$ cat config.mk
export PLATFORM = sky130hd
export DESIGN_NAME = sorted_linked_list_engine_top
export DESIGN_NICKNAME = d
export VERILOG_FILES = /design/src/hdl/sll_pkg.sv /design/src/hdl/sorted_linked_list_engine_top.sv
export SDC_FILE = /design/constraint.sdc
export NUM_CORES = 1
export LEC_CHECK = 0
export ABC_AREA = 1
export BUFFER_PORTS_ARGS = -buffer_cell sky130_fd_sc_hd__buf_2
export CORE_MARGIN = 4
export CORE_UTILIZATION = 50
export CTS_CLUSTER_SIZE = 8
export DETAILED_ROUTE_END_ITERATION = 16
export PLACE_DENSITY = 0.66
export SYNTH_ARGS = -nofsm -noshare
export SYNTH_HDL_FRONTEND = slang
export SYNTH_SLANG_ARGS = --single-unit
$ cat constraint.sdc
create_clock -name clk_i -period 6.1 [get_ports clk_i]
set_input_delay 0.305 -clock clk_i [delete_from_list [all_inputs] [get_ports clk_i]]
set_output_delay 0.305 -clock clk_i [all_outputs]
set_load 0.1 [all_outputs]
$ cat src/hdl/sll_pkg.sv
`default_nettype none

package sll_pkg;

  localparam int unsigned STATUS_W = 2;
  localparam int unsigned SLOT_W   = 4;
  localparam int unsigned CNT_W    = 4;

  typedef logic [STATUS_W-1:0] status_t;

  localparam status_t STATUS_DONE     = 2'd0;
  localparam status_t STATUS_FULL     = 2'd1;
  localparam status_t STATUS_NOTFOUND = 2'd2;

  localparam logic OP_INSERT = 1'b0;
  localparam logic OP_DELETE = 1'b1;

endpackage

`default_nettype wire

$ cat src/hdl/sorted_linked_list_engine_top.sv
// Sorted linked-list engine: ascending list of signed values in a node store,
// slot 0 is null, unused slots sit on a free list.
// Input channel: in_valid_i / in_stall_o with operation_i (insert or delete)
// and value_i. A word is taken when valid is high and stall is low.
// Output channel: out_valid_o / out_stall_i with status_o, slot_o and
// entry_count_o, one result word per input word, in order.
// Sequence: the sequencer walks the list one node per cycle through the
// registered read port of the node store. Insert reads the free-list head,
// walks, then links in S_COMMIT and S_COMMIT2; a delete walks, then unlinks
// and frees the node there if found. The walk visits at most SLOTS-2 nodes
// on insert, SLOTS-1 on delete; a full store or empty-list delete skips it.
// Throughput: one word at a time; in_stall_o is high from acceptance until
// the result is loaded into the output register.
// The output register frees the engine: the next word can be taken while
// a result waits. A stalled receiver holds the result word unchanged, and
// the engine then waits before loading the following result.
// Reset: empty list, every slot free in slot order, no result pending.
// No clearing pass: per-slot valid bits supply the initial free-list links.
`default_nettype none

module sorted_linked_list_engine_top #(
  parameter int unsigned SLOTS      = 16,
  parameter int unsigned VALUE_BITS = 16
) (
  input  logic                             clk_i,
  input  logic                             rst_ni,
  input  logic                             in_valid_i,
  output logic                             in_stall_o,
  input  logic                             operation_i,
  input  logic signed [VALUE_BITS-1:0]     value_i,
  output logic                             out_valid_o,
  input  logic                             out_stall_i,
  output sll_pkg::status_t                 status_o,
  output logic [sll_pkg::SLOT_W-1:0]       slot_o,
  output logic [sll_pkg::CNT_W-1:0]        entry_count_o
);
  import sll_pkg::*;

  localparam int unsigned IW = $clog2(SLOTS);
  localparam logic [IW-1:0] LAST = IW'(SLOTS - 1);

  localparam logic [2:0] S_IDLE    = 3'd0;
  localparam logic [2:0] S_FREE    = 3'd1;
  localparam logic [2:0] S_WALK    = 3'd2;
  localparam logic [2:0] S_COMMIT  = 3'd3;
  localparam logic [2:0] S_COMMIT2 = 3'd4;
  localparam logic [2:0] S_RESP    = 3'd5;

  logic [2:0] state_q, state_d;
  logic op_q, op_d;
  logic signed [VALUE_BITS-1:0] v_q, v_d;
  logic [IW-1:0] cur_q, cur_d, prev_q, prev_d, next_q, next_d, nfree_q, nfree_d;
  logic [IW-1:0] head_q, head_d, tail_q, tail_d, free_q, free_d, used_q, used_d;
  status_t res_status_q, res_status_d;
  logic [IW-1:0] res_slot_q, res_slot_d;

  logic out_valid_q;
  status_t out_status_q;
  logic [SLOT_W-1:0] out_slot_q;
  logic [CNT_W-1:0] out_cnt_q;
  logic out_load;

  logic signed [VALUE_BITS-1:0] val_mem [SLOTS];
  logic [IW-1:0] link_mem [SLOTS];
  logic [SLOTS-1:0] lvld_q;

  logic rd_en;
  logic [IW-1:0] rd_addr;
  logic signed [VALUE_BITS-1:0] val_rd_q;
  logic [IW-1:0] link_rd_q, link_ra_q;
  logic link_hit_q;
  logic val_we, link_we;
  logic [IW-1:0] link_wa, link_wd;

  logic [IW-1:0] link_nx;
  logic go_on;

  assign link_nx = link_hit_q ? link_rd_q :
                   ((link_ra_q == LAST) ? '0 : IW'(link_ra_q + 1'b1));
  assign go_on = (op_q == OP_INSERT) ? (val_rd_q < v_q) : (val_rd_q != v_q);

  always_comb begin
    state_d      = state_q;
    op_d         = op_q;
    v_d          = v_q;
    cur_d        = cur_q;
    prev_d       = prev_q;
    next_d       = next_q;
    nfree_d      = nfree_q;
    head_d       = head_q;
    tail_d       = tail_q;
    free_d       = free_q;
    used_d       = used_q;
    res_status_d = res_status_q;
    res_slot_d   = res_slot_q;
    rd_en        = 1'b0;
    rd_addr      = '0;
    val_we       = 1'b0;
    link_we      = 1'b0;
    link_wa      = '0;
    link_wd      = '0;
    out_load     = 1'b0;
    case (state_q)
      S_IDLE: begin
        if (in_valid_i) begin
          op_d         = operation_i;
          v_d          = value_i;
          cur_d        = head_q;
          prev_d       = '0;
          res_status_d = STATUS_DONE;
          if (operation_i == OP_DELETE) begin
            if (head_q == '0) begin
              res_status_d = STATUS_NOTFOUND;
              res_slot_d   = '0;
              state_d      = S_RESP;
            end else begin
              rd_en   = 1'b1;
              rd_addr = head_q;
              state_d = S_WALK;
            end
          end else if (free_q == '0) begin
            res_status_d = STATUS_FULL;
            res_slot_d   = '0;
            state_d      = S_RESP;
          end else begin
            res_slot_d = free_q;
            rd_en      = 1'b1;
            rd_addr    = free_q;
            state_d    = S_FREE;
          end
        end
      end
      S_FREE: begin
        nfree_d = link_nx;
        if (cur_q == '0) begin
          state_d = S_COMMIT;
        end else begin
          rd_en   = 1'b1;
          rd_addr = cur_q;
          state_d = S_WALK;
        end
      end
      S_WALK: begin
        if (go_on) begin
          prev_d = cur_q;
          cur_d  = link_nx;
          if (link_nx == '0) begin
            if (op_q == OP_INSERT) begin
              state_d = S_COMMIT;
            end else begin
              res_status_d = STATUS_NOTFOUND;
              res_slot_d   = '0;
              state_d      = S_RESP;
            end
          end else begin
            rd_en   = 1'b1;
            rd_addr = link_nx;
          end
        end else begin
          next_d  = link_nx;
          state_d = S_COMMIT;
        end
      end
      S_COMMIT: begin
        if (op_q == OP_INSERT) begin
          val_we  = 1'b1;
          link_we = 1'b1;
          link_wa = res_slot_q;
          link_wd = cur_q;
          if (cur_q == '0) begin
            tail_d = res_slot_q;
          end
          free_d = nfree_q;
          used_d = used_q + 1'b1;
        end else begin
          if (prev_q == '0) begin
            head_d = next_q;
          end else begin
            link_we = 1'b1;
            link_wa = prev_q;
            link_wd = next_q;
          end
          if (tail_q == cur_q) begin
            tail_d = prev_q;
          end
          res_slot_d = cur_q;
        end
        state_d = S_COMMIT2;
      end
      S_COMMIT2: begin
        if (op_q == OP_INSERT) begin
          if (prev_q == '0) begin
            head_d = res_slot_q;
          end else begin
            link_we = 1'b1;
            link_wa = prev_q;
            link_wd = res_slot_q;
          end
        end else begin
          link_we = 1'b1;
          link_wa = cur_q;
          link_wd = free_q;
          free_d  = cur_q;
          if (used_q != '0) begin
            used_d = used_q - 1'b1;
          end
        end
        res_status_d = STATUS_DONE;
        state_d      = S_RESP;
      end
      S_RESP: begin
        if (!out_valid_q || !out_stall_i) begin
          out_load = 1'b1;
          state_d  = S_IDLE;
        end
      end
      default: begin
        state_d = S_IDLE;
      end
    endcase
  end

  always_ff @(posedge clk_i or negedge rst_ni) begin
    if (!rst_ni) begin
      state_q     <= S_IDLE;
      head_q      <= '0;
      tail_q      <= '0;
      free_q      <= IW'(1);
      used_q      <= '0;
      lvld_q      <= '0;
      out_valid_q <= 1'b0;
    end else begin
      state_q <= state_d;
      head_q  <= head_d;
      tail_q  <= tail_d;
      free_q  <= free_d;
      used_q  <= used_d;
      if (link_we) begin
        lvld_q[link_wa] <= 1'b1;
      end
      if (out_load) begin
        out_valid_q <= 1'b1;
      end else if (!out_stall_i) begin
        out_valid_q <= 1'b0;
      end
    end
  end

  always_ff @(posedge clk_i) begin
    op_q         <= op_d;
    v_q          <= v_d;
    cur_q        <= cur_d;
    prev_q       <= prev_d;
    next_q       <= next_d;
    nfree_q      <= nfree_d;
    res_status_q <= res_status_d;
    res_slot_q   <= res_slot_d;
    if (out_load) begin
      out_status_q <= res_status_q;
      out_slot_q   <= SLOT_W'(res_slot_q);
      out_cnt_q    <= CNT_W'(used_q);
    end
  end

  always_ff @(posedge clk_i) begin
    if (val_we) begin
      val_mem[res_slot_q] <= v_q;
    end
    if (rd_en) begin
      val_rd_q <= val_mem[rd_addr];
    end
  end

  always_ff @(posedge clk_i) begin
    if (link_we) begin
      link_mem[link_wa] <= link_wd;
    end
    if (rd_en) begin
      link_rd_q  <= link_mem[rd_addr];
      link_ra_q  <= rd_addr;
      link_hit_q <= lvld_q[rd_addr];
    end
  end

  assign in_stall_o    = (state_q != S_IDLE);
  assign out_valid_o   = out_valid_q;
  assign status_o      = out_status_q;
  assign slot_o        = out_slot_q;
  assign entry_count_o = out_cnt_q;

endmodule

`default_nettype wire

==> results of run 1 <==
-- sequential cells by signal (all words and copies together), names as in the netlist, 3 cells and up --
signal and cells:
link_ra_q 4, res_slot_q 4, link_rd_q 4, val_rd_q 16, cur_q 4, next_q 4, slot_o 4, used_q 4
free_q 4, nfree_q 4, link_mem 64, val_mem 256, entry_count_o 4, v_q 16, prev_q 4, head_q 4
state_q 3, lvld_q 16
-- where the power goes --
group          internal [mW]  leakage, nW  switching (mW)
sequential              3.86         3.98           0.267
clock                   1.76        0.780            1.15
combinational           1.13         3.95            2.84
-- critical path, cell delays in order (launching register included) --
cell and delay (ns):
edfxtp_1 0.68, inv_1 0.09, ha_1 0.37, nand2_1 0.09, nor2_1 0.21, nand2_1 0.12
inv_1 0.10, nand3_1 0.29, nand3_2 0.22, nand3_4 0.66, buf_4 0.56, nand3_1 0.13
nand3_1 0.08, nand3_1 0.13, nand2_1 0.08
-- per-layer routing --
layer	global-route usage (%)	part of all wire, %	up-vias
met5	0	0	-
met4	7.68	2.9	0
met3	4.55	9.1	100
met2	35.7	45	608
met1	33.8	43	6402
li1	-	-	6158
-- final cells by class --
type                    count  area [um^2]  area share [%]
repair buffers             81          623            2.87
clock inverters             2         38.8           0.179
flip-flops and latches    426        12600            58.2
multi-input cells         987         5130            23.6
inverters                 281         1050            4.86
clock buffers              81         1580            7.28
well taps                 511          639            2.95
-- cell families after synthesis --
kind of cell | after synthesis
adder cells (fa/ha/maj) | 20
buffers and inverters | 372
XOR/XNOR | 6
AO/OA/AOI/OAI | 87
flip-flops | 426
AND/OR/NAND/NOR | 874
-- final timing paths --
path / start / end / slack, ns / cells past startpoint
min in group asynchronous: rst_ni / lvld_q[14] / 0.38 / 2
hold / removal: operation_i / op_q / 0.05 / 1
setup / recovery: v_q[15] / link_rd_q[1] / 1.99 / 14
setup reg to reg: v_q[15] / link_rd_q[1] / 1.99 / 14
hold reg to reg: res_status_q[0] / status_o[0] / 0.42 / 0
max in group asynchronous: rst_ni / used_q[0] / 5.21 / 2
-- per-stage QoR --
stage	utilization, %	instances
2_1_floorplan	-	1785
3_3_place_gp	52.7	2268
3_5_place_dp	52.7	2268
4_1_cts	57.5	2369
5_1_grt	57.5	2369
6_report	57.5	2369
-- cell usage after synthesis, types with 10 or more instances --
| library cell | number | area [um^2] |
|---|---|---|
| nand2_1 | 318 | 1190 |
| nand3_1 | 358 | 1790 |
| dfrtp_1 | 31 | 776 |
| clkbuf_1 | 22 | 82.6 |
| ha_1 | 19 | 238 |
| inv_2 | 10 | 37.5 |
| edfxtp_1 | 394 | 11800 |
| nand3b_1 | 100 | 751 |
| inv_1 | 271 | 1020 |
| buf_4 | 11 | 82.6 |
| nor2_1 | 70 | 263 |
| buf_2 | 50 | 250 |
| o21ai_0 | 39 | 195 |
==> flow_metrics.env, run 1 <==
export IMPL_root_buffer="clkbuf_16"
export IMPL_syn_num_nets=1826
export IMPL_cp_max_fo=52
export IMPL_dp_slack_ns=2.07
export IMPL_ys_types=46
export IMPL_antenna_found_initial=0
export IMPL_holdWs_ns=0.0468
export IMPL_synth_xor_area_share_pct=0.274
export IMPL_fmax_mhz=244
export IMPL_synth_top_family_by_area="simple AND/OR/NAND/NOR gates"
export IMPL_postCtsSetupBuffers=0
export IMPL_cp_end_kind="flip-flop"
export IMPL_fill_cells=3119
export IMPL_std_cell_rows=71
export IMPL_die_h_um=204
export IMPL_async_reset_ff_share_pct=7.51
export IMPL_start_util_pct=50.8
export IMPL_worstMarginPinSlew_ns=1.28
export IMPL_clock_sinks=426
export IMPL_ys_seq_elements=426
export IMPL_hold_path_class="in -> reg"
export IMPL_grt_max_degree=168
export IMPL_yosys_most_used_dff="edfxtp_1"
export IMPL_grt_pass1_vias=12900
export IMPL_peakVddDrop_v=0.000298
export IMPL_synth_edf_count=394
export IMPL_cap_violations=0
export IMPL_p_leak_nw=8.71
export IMPL_drive_gt1_share_pct=9.36
export IMPL_fp_coreArea_um2=37800
export IMPL_ctsLongestPathBuffers=3
export IMPL_routedWlPerCell_um=20.4
export IMPL_htreeDepth=2
export IMPL_power_total_mw=11.0
export IMPL_fin_crit_ns=4.11
export IMPL_layout_common_cells="edfxtp_1 (394), nand3_1 (358), nand2_1 (318), inv_1 (271), nand3b_1 (100)"
export IMPL_powerDensity_nw_per_um2=507
export IMPL_syn_area_um2=19200
export IMPL_setup_worst_path_class="reg -> reg"
export IMPL_dpl_hpwl_um=26600
export IMPL_synth_compound_area_share_pct=2.78
export IMPL_area_growth_pct=13.1
export IMPL_maxSlewHeadroom_pct=14.9
export IMPL_synth_cells=1785
export IMPL_post_drt_via_cell_ratio=5.60
export IMPL_die_area_um2=41600
export IMPL_setup_slack_ns=1.99
export IMPL_finalClockSkew_ns=0.0189
export IMPL_cts_tree="done"
export IMPL_cts_hold_buffers_added=18
export IMPL_firstDrtPassIters=5
export IMPL_io_buffers=32
export IMPL_track_usage_pct=23.3
export IMPL_num_vias=13300
export IMPL_stdcell_area_um2=21700
export IMPL_final_common_cell="edfxtp_1"
export IMPL_place_congestion=0.922
export IMPL_synth_fa_ha_area_share_pct=1.34
export IMPL_place_area_um2=19900
export IMPL_post_route_period_util_pct=67.3
export IMPL_yosys_warnings=0
export IMPL_ios=33
export IMPL_path_clk_slew_ns=0.05
export IMPL_rsz0062_at_grt="no"
export IMPL_hold_viol_final=0
export IMPL_clk_latency_ns=0.60
export IMPL_cts_resized=0
export IMPL_die_w_um=204
export IMPL_antenna_cells=0
export IMPL_cp_start_kind="flip-flop"
export IMPL_num_nets_final=1877
export IMPL_antenna_left=0
export IMPL_slew_violations=0
export IMPL_synth_seq_area_share_pct=65.8
export IMPL_synth_simple_area_share_pct=21.9
export IMPL_finalWirelength_um=48300
export IMPL_first_iter_violations=1371
export IMPL_syn_area_per_cell_um2=10.7
export IMPL_setup_tns_ns=0
export IMPL_grt_pass1_wl_um=74900
export IMPL_synthMuxAreaShare_pct=0
export IMPL_outcome="finished, final reports clean"
export IMPL_setup_viol=0
export IMPL_overflow=0
export IMPL_numCtsBuffers=59
export IMPL_remaining_drc_errors=0
export IMPL_crit_required_ns=6.44
export IMPL_crit_arrival_ns=4.45
Note: power is estimated with default switching activity, not from simulation.
==> run 2: changes to the inputs <==
- PLACE_DENSITY: 0.66 -> 0.68
- clock period: 6.1 -> 3.4 ns (I/O delays scaled with it)
==> flow_metrics.env, run 2 (synthesized netlist as in run 1, its figures left out) <==
export IMPL_outcome="finished, final reports clean"
export IMPL_num_vias=13500
export IMPL_path_delay_family="simple AND/OR/NAND/NOR gates"
export IMPL_clk_latency_ns=0.60
export IMPL_setup_worst_path_class="reg -> reg"
export IMPL_crit_arrival_ns=3.51
export IMPL_finalWirelength_um=49200
export IMPL_cap_violations=0
export IMPL_grt_pass1_wl_um=76400
export IMPL_dpl_hpwl_um=29000
export IMPL_antenna_found_initial=0
export IMPL_io_buffers=32
export IMPL_finalClockSkew_ns=0.0162
export IMPL_fp_coreArea_um2=37800
export IMPL_clock_sinks=426
export IMPL_cts_tree="done"
export IMPL_powerDensity_nw_per_um2=918
export IMPL_slew_violations=0
export IMPL_std_cell_rows=71
export IMPL_p_int_mw=12.6
export IMPL_first_iter_violations=1404
export IMPL_drive_gt1_share_pct=11.3
export IMPL_path_clk_slew_ns=0.05
export IMPL_num_nets_final=1921
export IMPL_rr_startpoint="val_rd_q[9]"
export IMPL_grt_max_degree=130
export IMPL_power_total_mw=20.4
export IMPL_pwr_share_seq_pct=35.9
export IMPL_r2r_cells=13
export IMPL_firstDrtPassIters=6
export IMPL_p_sw_share_pct=38.5
export IMPL_fmax_mhz=317
export IMPL_cp_start_kind="flip-flop"
export IMPL_numCtsBuffers=59
export IMPL_critical_path_max_stage_delay_ns=0.46
export IMPL_crit_path_frequent_cell="nand3_1"
export IMPL_ios=33
export IMPL_layout_common_cells="edfxtp_1 (394), nand3_1 (358), nand2_1 (318), inv_1 (271), nand3b_1 (100)"
export IMPL_setup_tns_ns=0
export IMPL_hold_end="state_q[0]"
export IMPL_fin_crit_ns=3.15
export IMPL_hp_start="in_valid_i"
export IMPL_hold_viol_final=0
export IMPL_maxSlewHeadroom_pct=44.2
export IMPL_cp_max_fo=118
export IMPL_regMostFlops="val_mem"
export IMPL_antenna_cells=0
export IMPL_cp_end_kind="flip-flop"
export IMPL_top_regs="val_mem (256), link_mem (64)"
export IMPL_p_leak_nw=8.99
export IMPL_antenna_left=0
export IMPL_post_drt_via_cell_ratio=5.57
export IMPL_track_usage_pct=23.8
export IMPL_die_w_um=204
export IMPL_ctsLongestPathBuffers=3
export IMPL_reg2reg_slack_ns=0.25
export IMPL_die_h_um=204
export IMPL_path_buf_inv=2
export IMPL_start_util_pct=50.8
export IMPL_overflow=0
export IMPL_routedWlPerCell_um=20.3
export IMPL_crit_required_ns=3.76
export IMPL_post_route_period_util_pct=92.7
export IMPL_worst_path_max_delay_cell="buf_12"
export IMPL_hold_path_class="in -> reg"
export IMPL_peakVddDrop_v=0.000813
export IMPL_setup_viol=0
export IMPL_worstMarginPinSlew_ns=0.837
export IMPL_htreeDepth=2
export IMPL_comb_power_share_pct=37.8
export IMPL_root_buffer="clkbuf_16"
export IMPL_worst_r2r_endpoint="link_rd_q[0]"
export IMPL_worstPathCellList="ha_1 -> nand2_1 -> nor2_1 -> nand2_1 -> inv_1 -> nand3_1 -> nand3_4 -> buf_12 -> nand3b_1 -> nand3_1 -> nand3_1 -> nand3_1 -> nand2_1"
export IMPL_largest_reg_flops=256
export IMPL_grt_pass1_vias=13100
export IMPL_area_growth_pct=15.8
export IMPL_power_switching_mw=7.85
export IMPL_place_congestion=0.898
export IMPL_final_common_cell="edfxtp_1"
export IMPL_rsz0062_at_grt="no"
export IMPL_die_area_um2=41600
export IMPL_clockPowerShare_pct=26.3
export IMPL_remaining_drc_errors=0
export IMPL_hold_depth=5
[run 2: cell types whose count changed in the layout (fill, tap and decap cells not counted), sizes merged]
cell / change
clkinvlp: +1
inv: +1
buf: +43
dlygate4sd3: +1
clkbuf: +15
clkinv: -2
[run 2: power by group through the flow]
stage	sequential, mW	combinational, mW	clock, mW
after global routing	7.37	8.49	5.70
final	7.32	7.71	5.37
after floorplan	7.46	4.98	0
after detailed placement	7.40	7.58	0
after CTS	7.31	7.64	5.46
after global placement	7.40	7.46	0
[run 2: area by class of cell]
cell class	count	area, um^2
tap	511	639
timing repair buffer	125	1080
clock inverter	2	27.5
clock buffer	96	1660
fill	3012	15500
inverter	281	1050
sequential	426	12600
multi-input combinational	987	5130
[run 2: how the worst max path moves through the flow]
stage	from	end	slack (ns)	depth (start not counted)
finish	val_rd_q[9]	link_rd_q[0]	0.25	13
global route	v_q[13]	link_rd_q[3]	0.08	16
CTS	state_q[0]	val_rd_q[4]	0.32	13
detailed placement	val_rd_q[9]	val_rd_q[15]	0.36	13
global placement	state_q[0]	val_rd_q[4]	0.34	13
floorplan	v_q[15]	cur_q[0]	0.55	14
[run 2: repair_timing]
action,in CTS,in global routing
resized for setup,0,0
hold buffers,19,0
endpoints found under the hold margin,52,0
setup buffers,0,0
[run 2: per-stage QoR]
step	worst slack [ns]	utilization [%]	hold slack, ns	std cells	instance area [um^2]
detailed placement	0.357	53.9	0.309	2311	20300
global route	0.0846	58.9	0.116	2428	22200
global placement	0.338	53.9	0.295	2311	20300
finish	0.247	58.9	0.101	2428	22200
CTS	0.324	58.9	0.0433	2428	22200
floorplan	0.550	-	-0.126	1785	19200
[run 2: worst min-delay path: cells and delay by family]
kind	cells	cell delay (ns)
buffers and inverters	2	0.17
and+or+nand+nor	2	0.17
AOI/OAI and AO/OA	1	0.15
[run 2: routing by layer]
metal	up-vias	track usage, %	part of all wire [%]
met3	114	3.94	8.0
li1	6275	-	-
met4	0	8.38	3.0
met2	601	37.7	46
met5	-	0	0
met1	6531	33.8	42
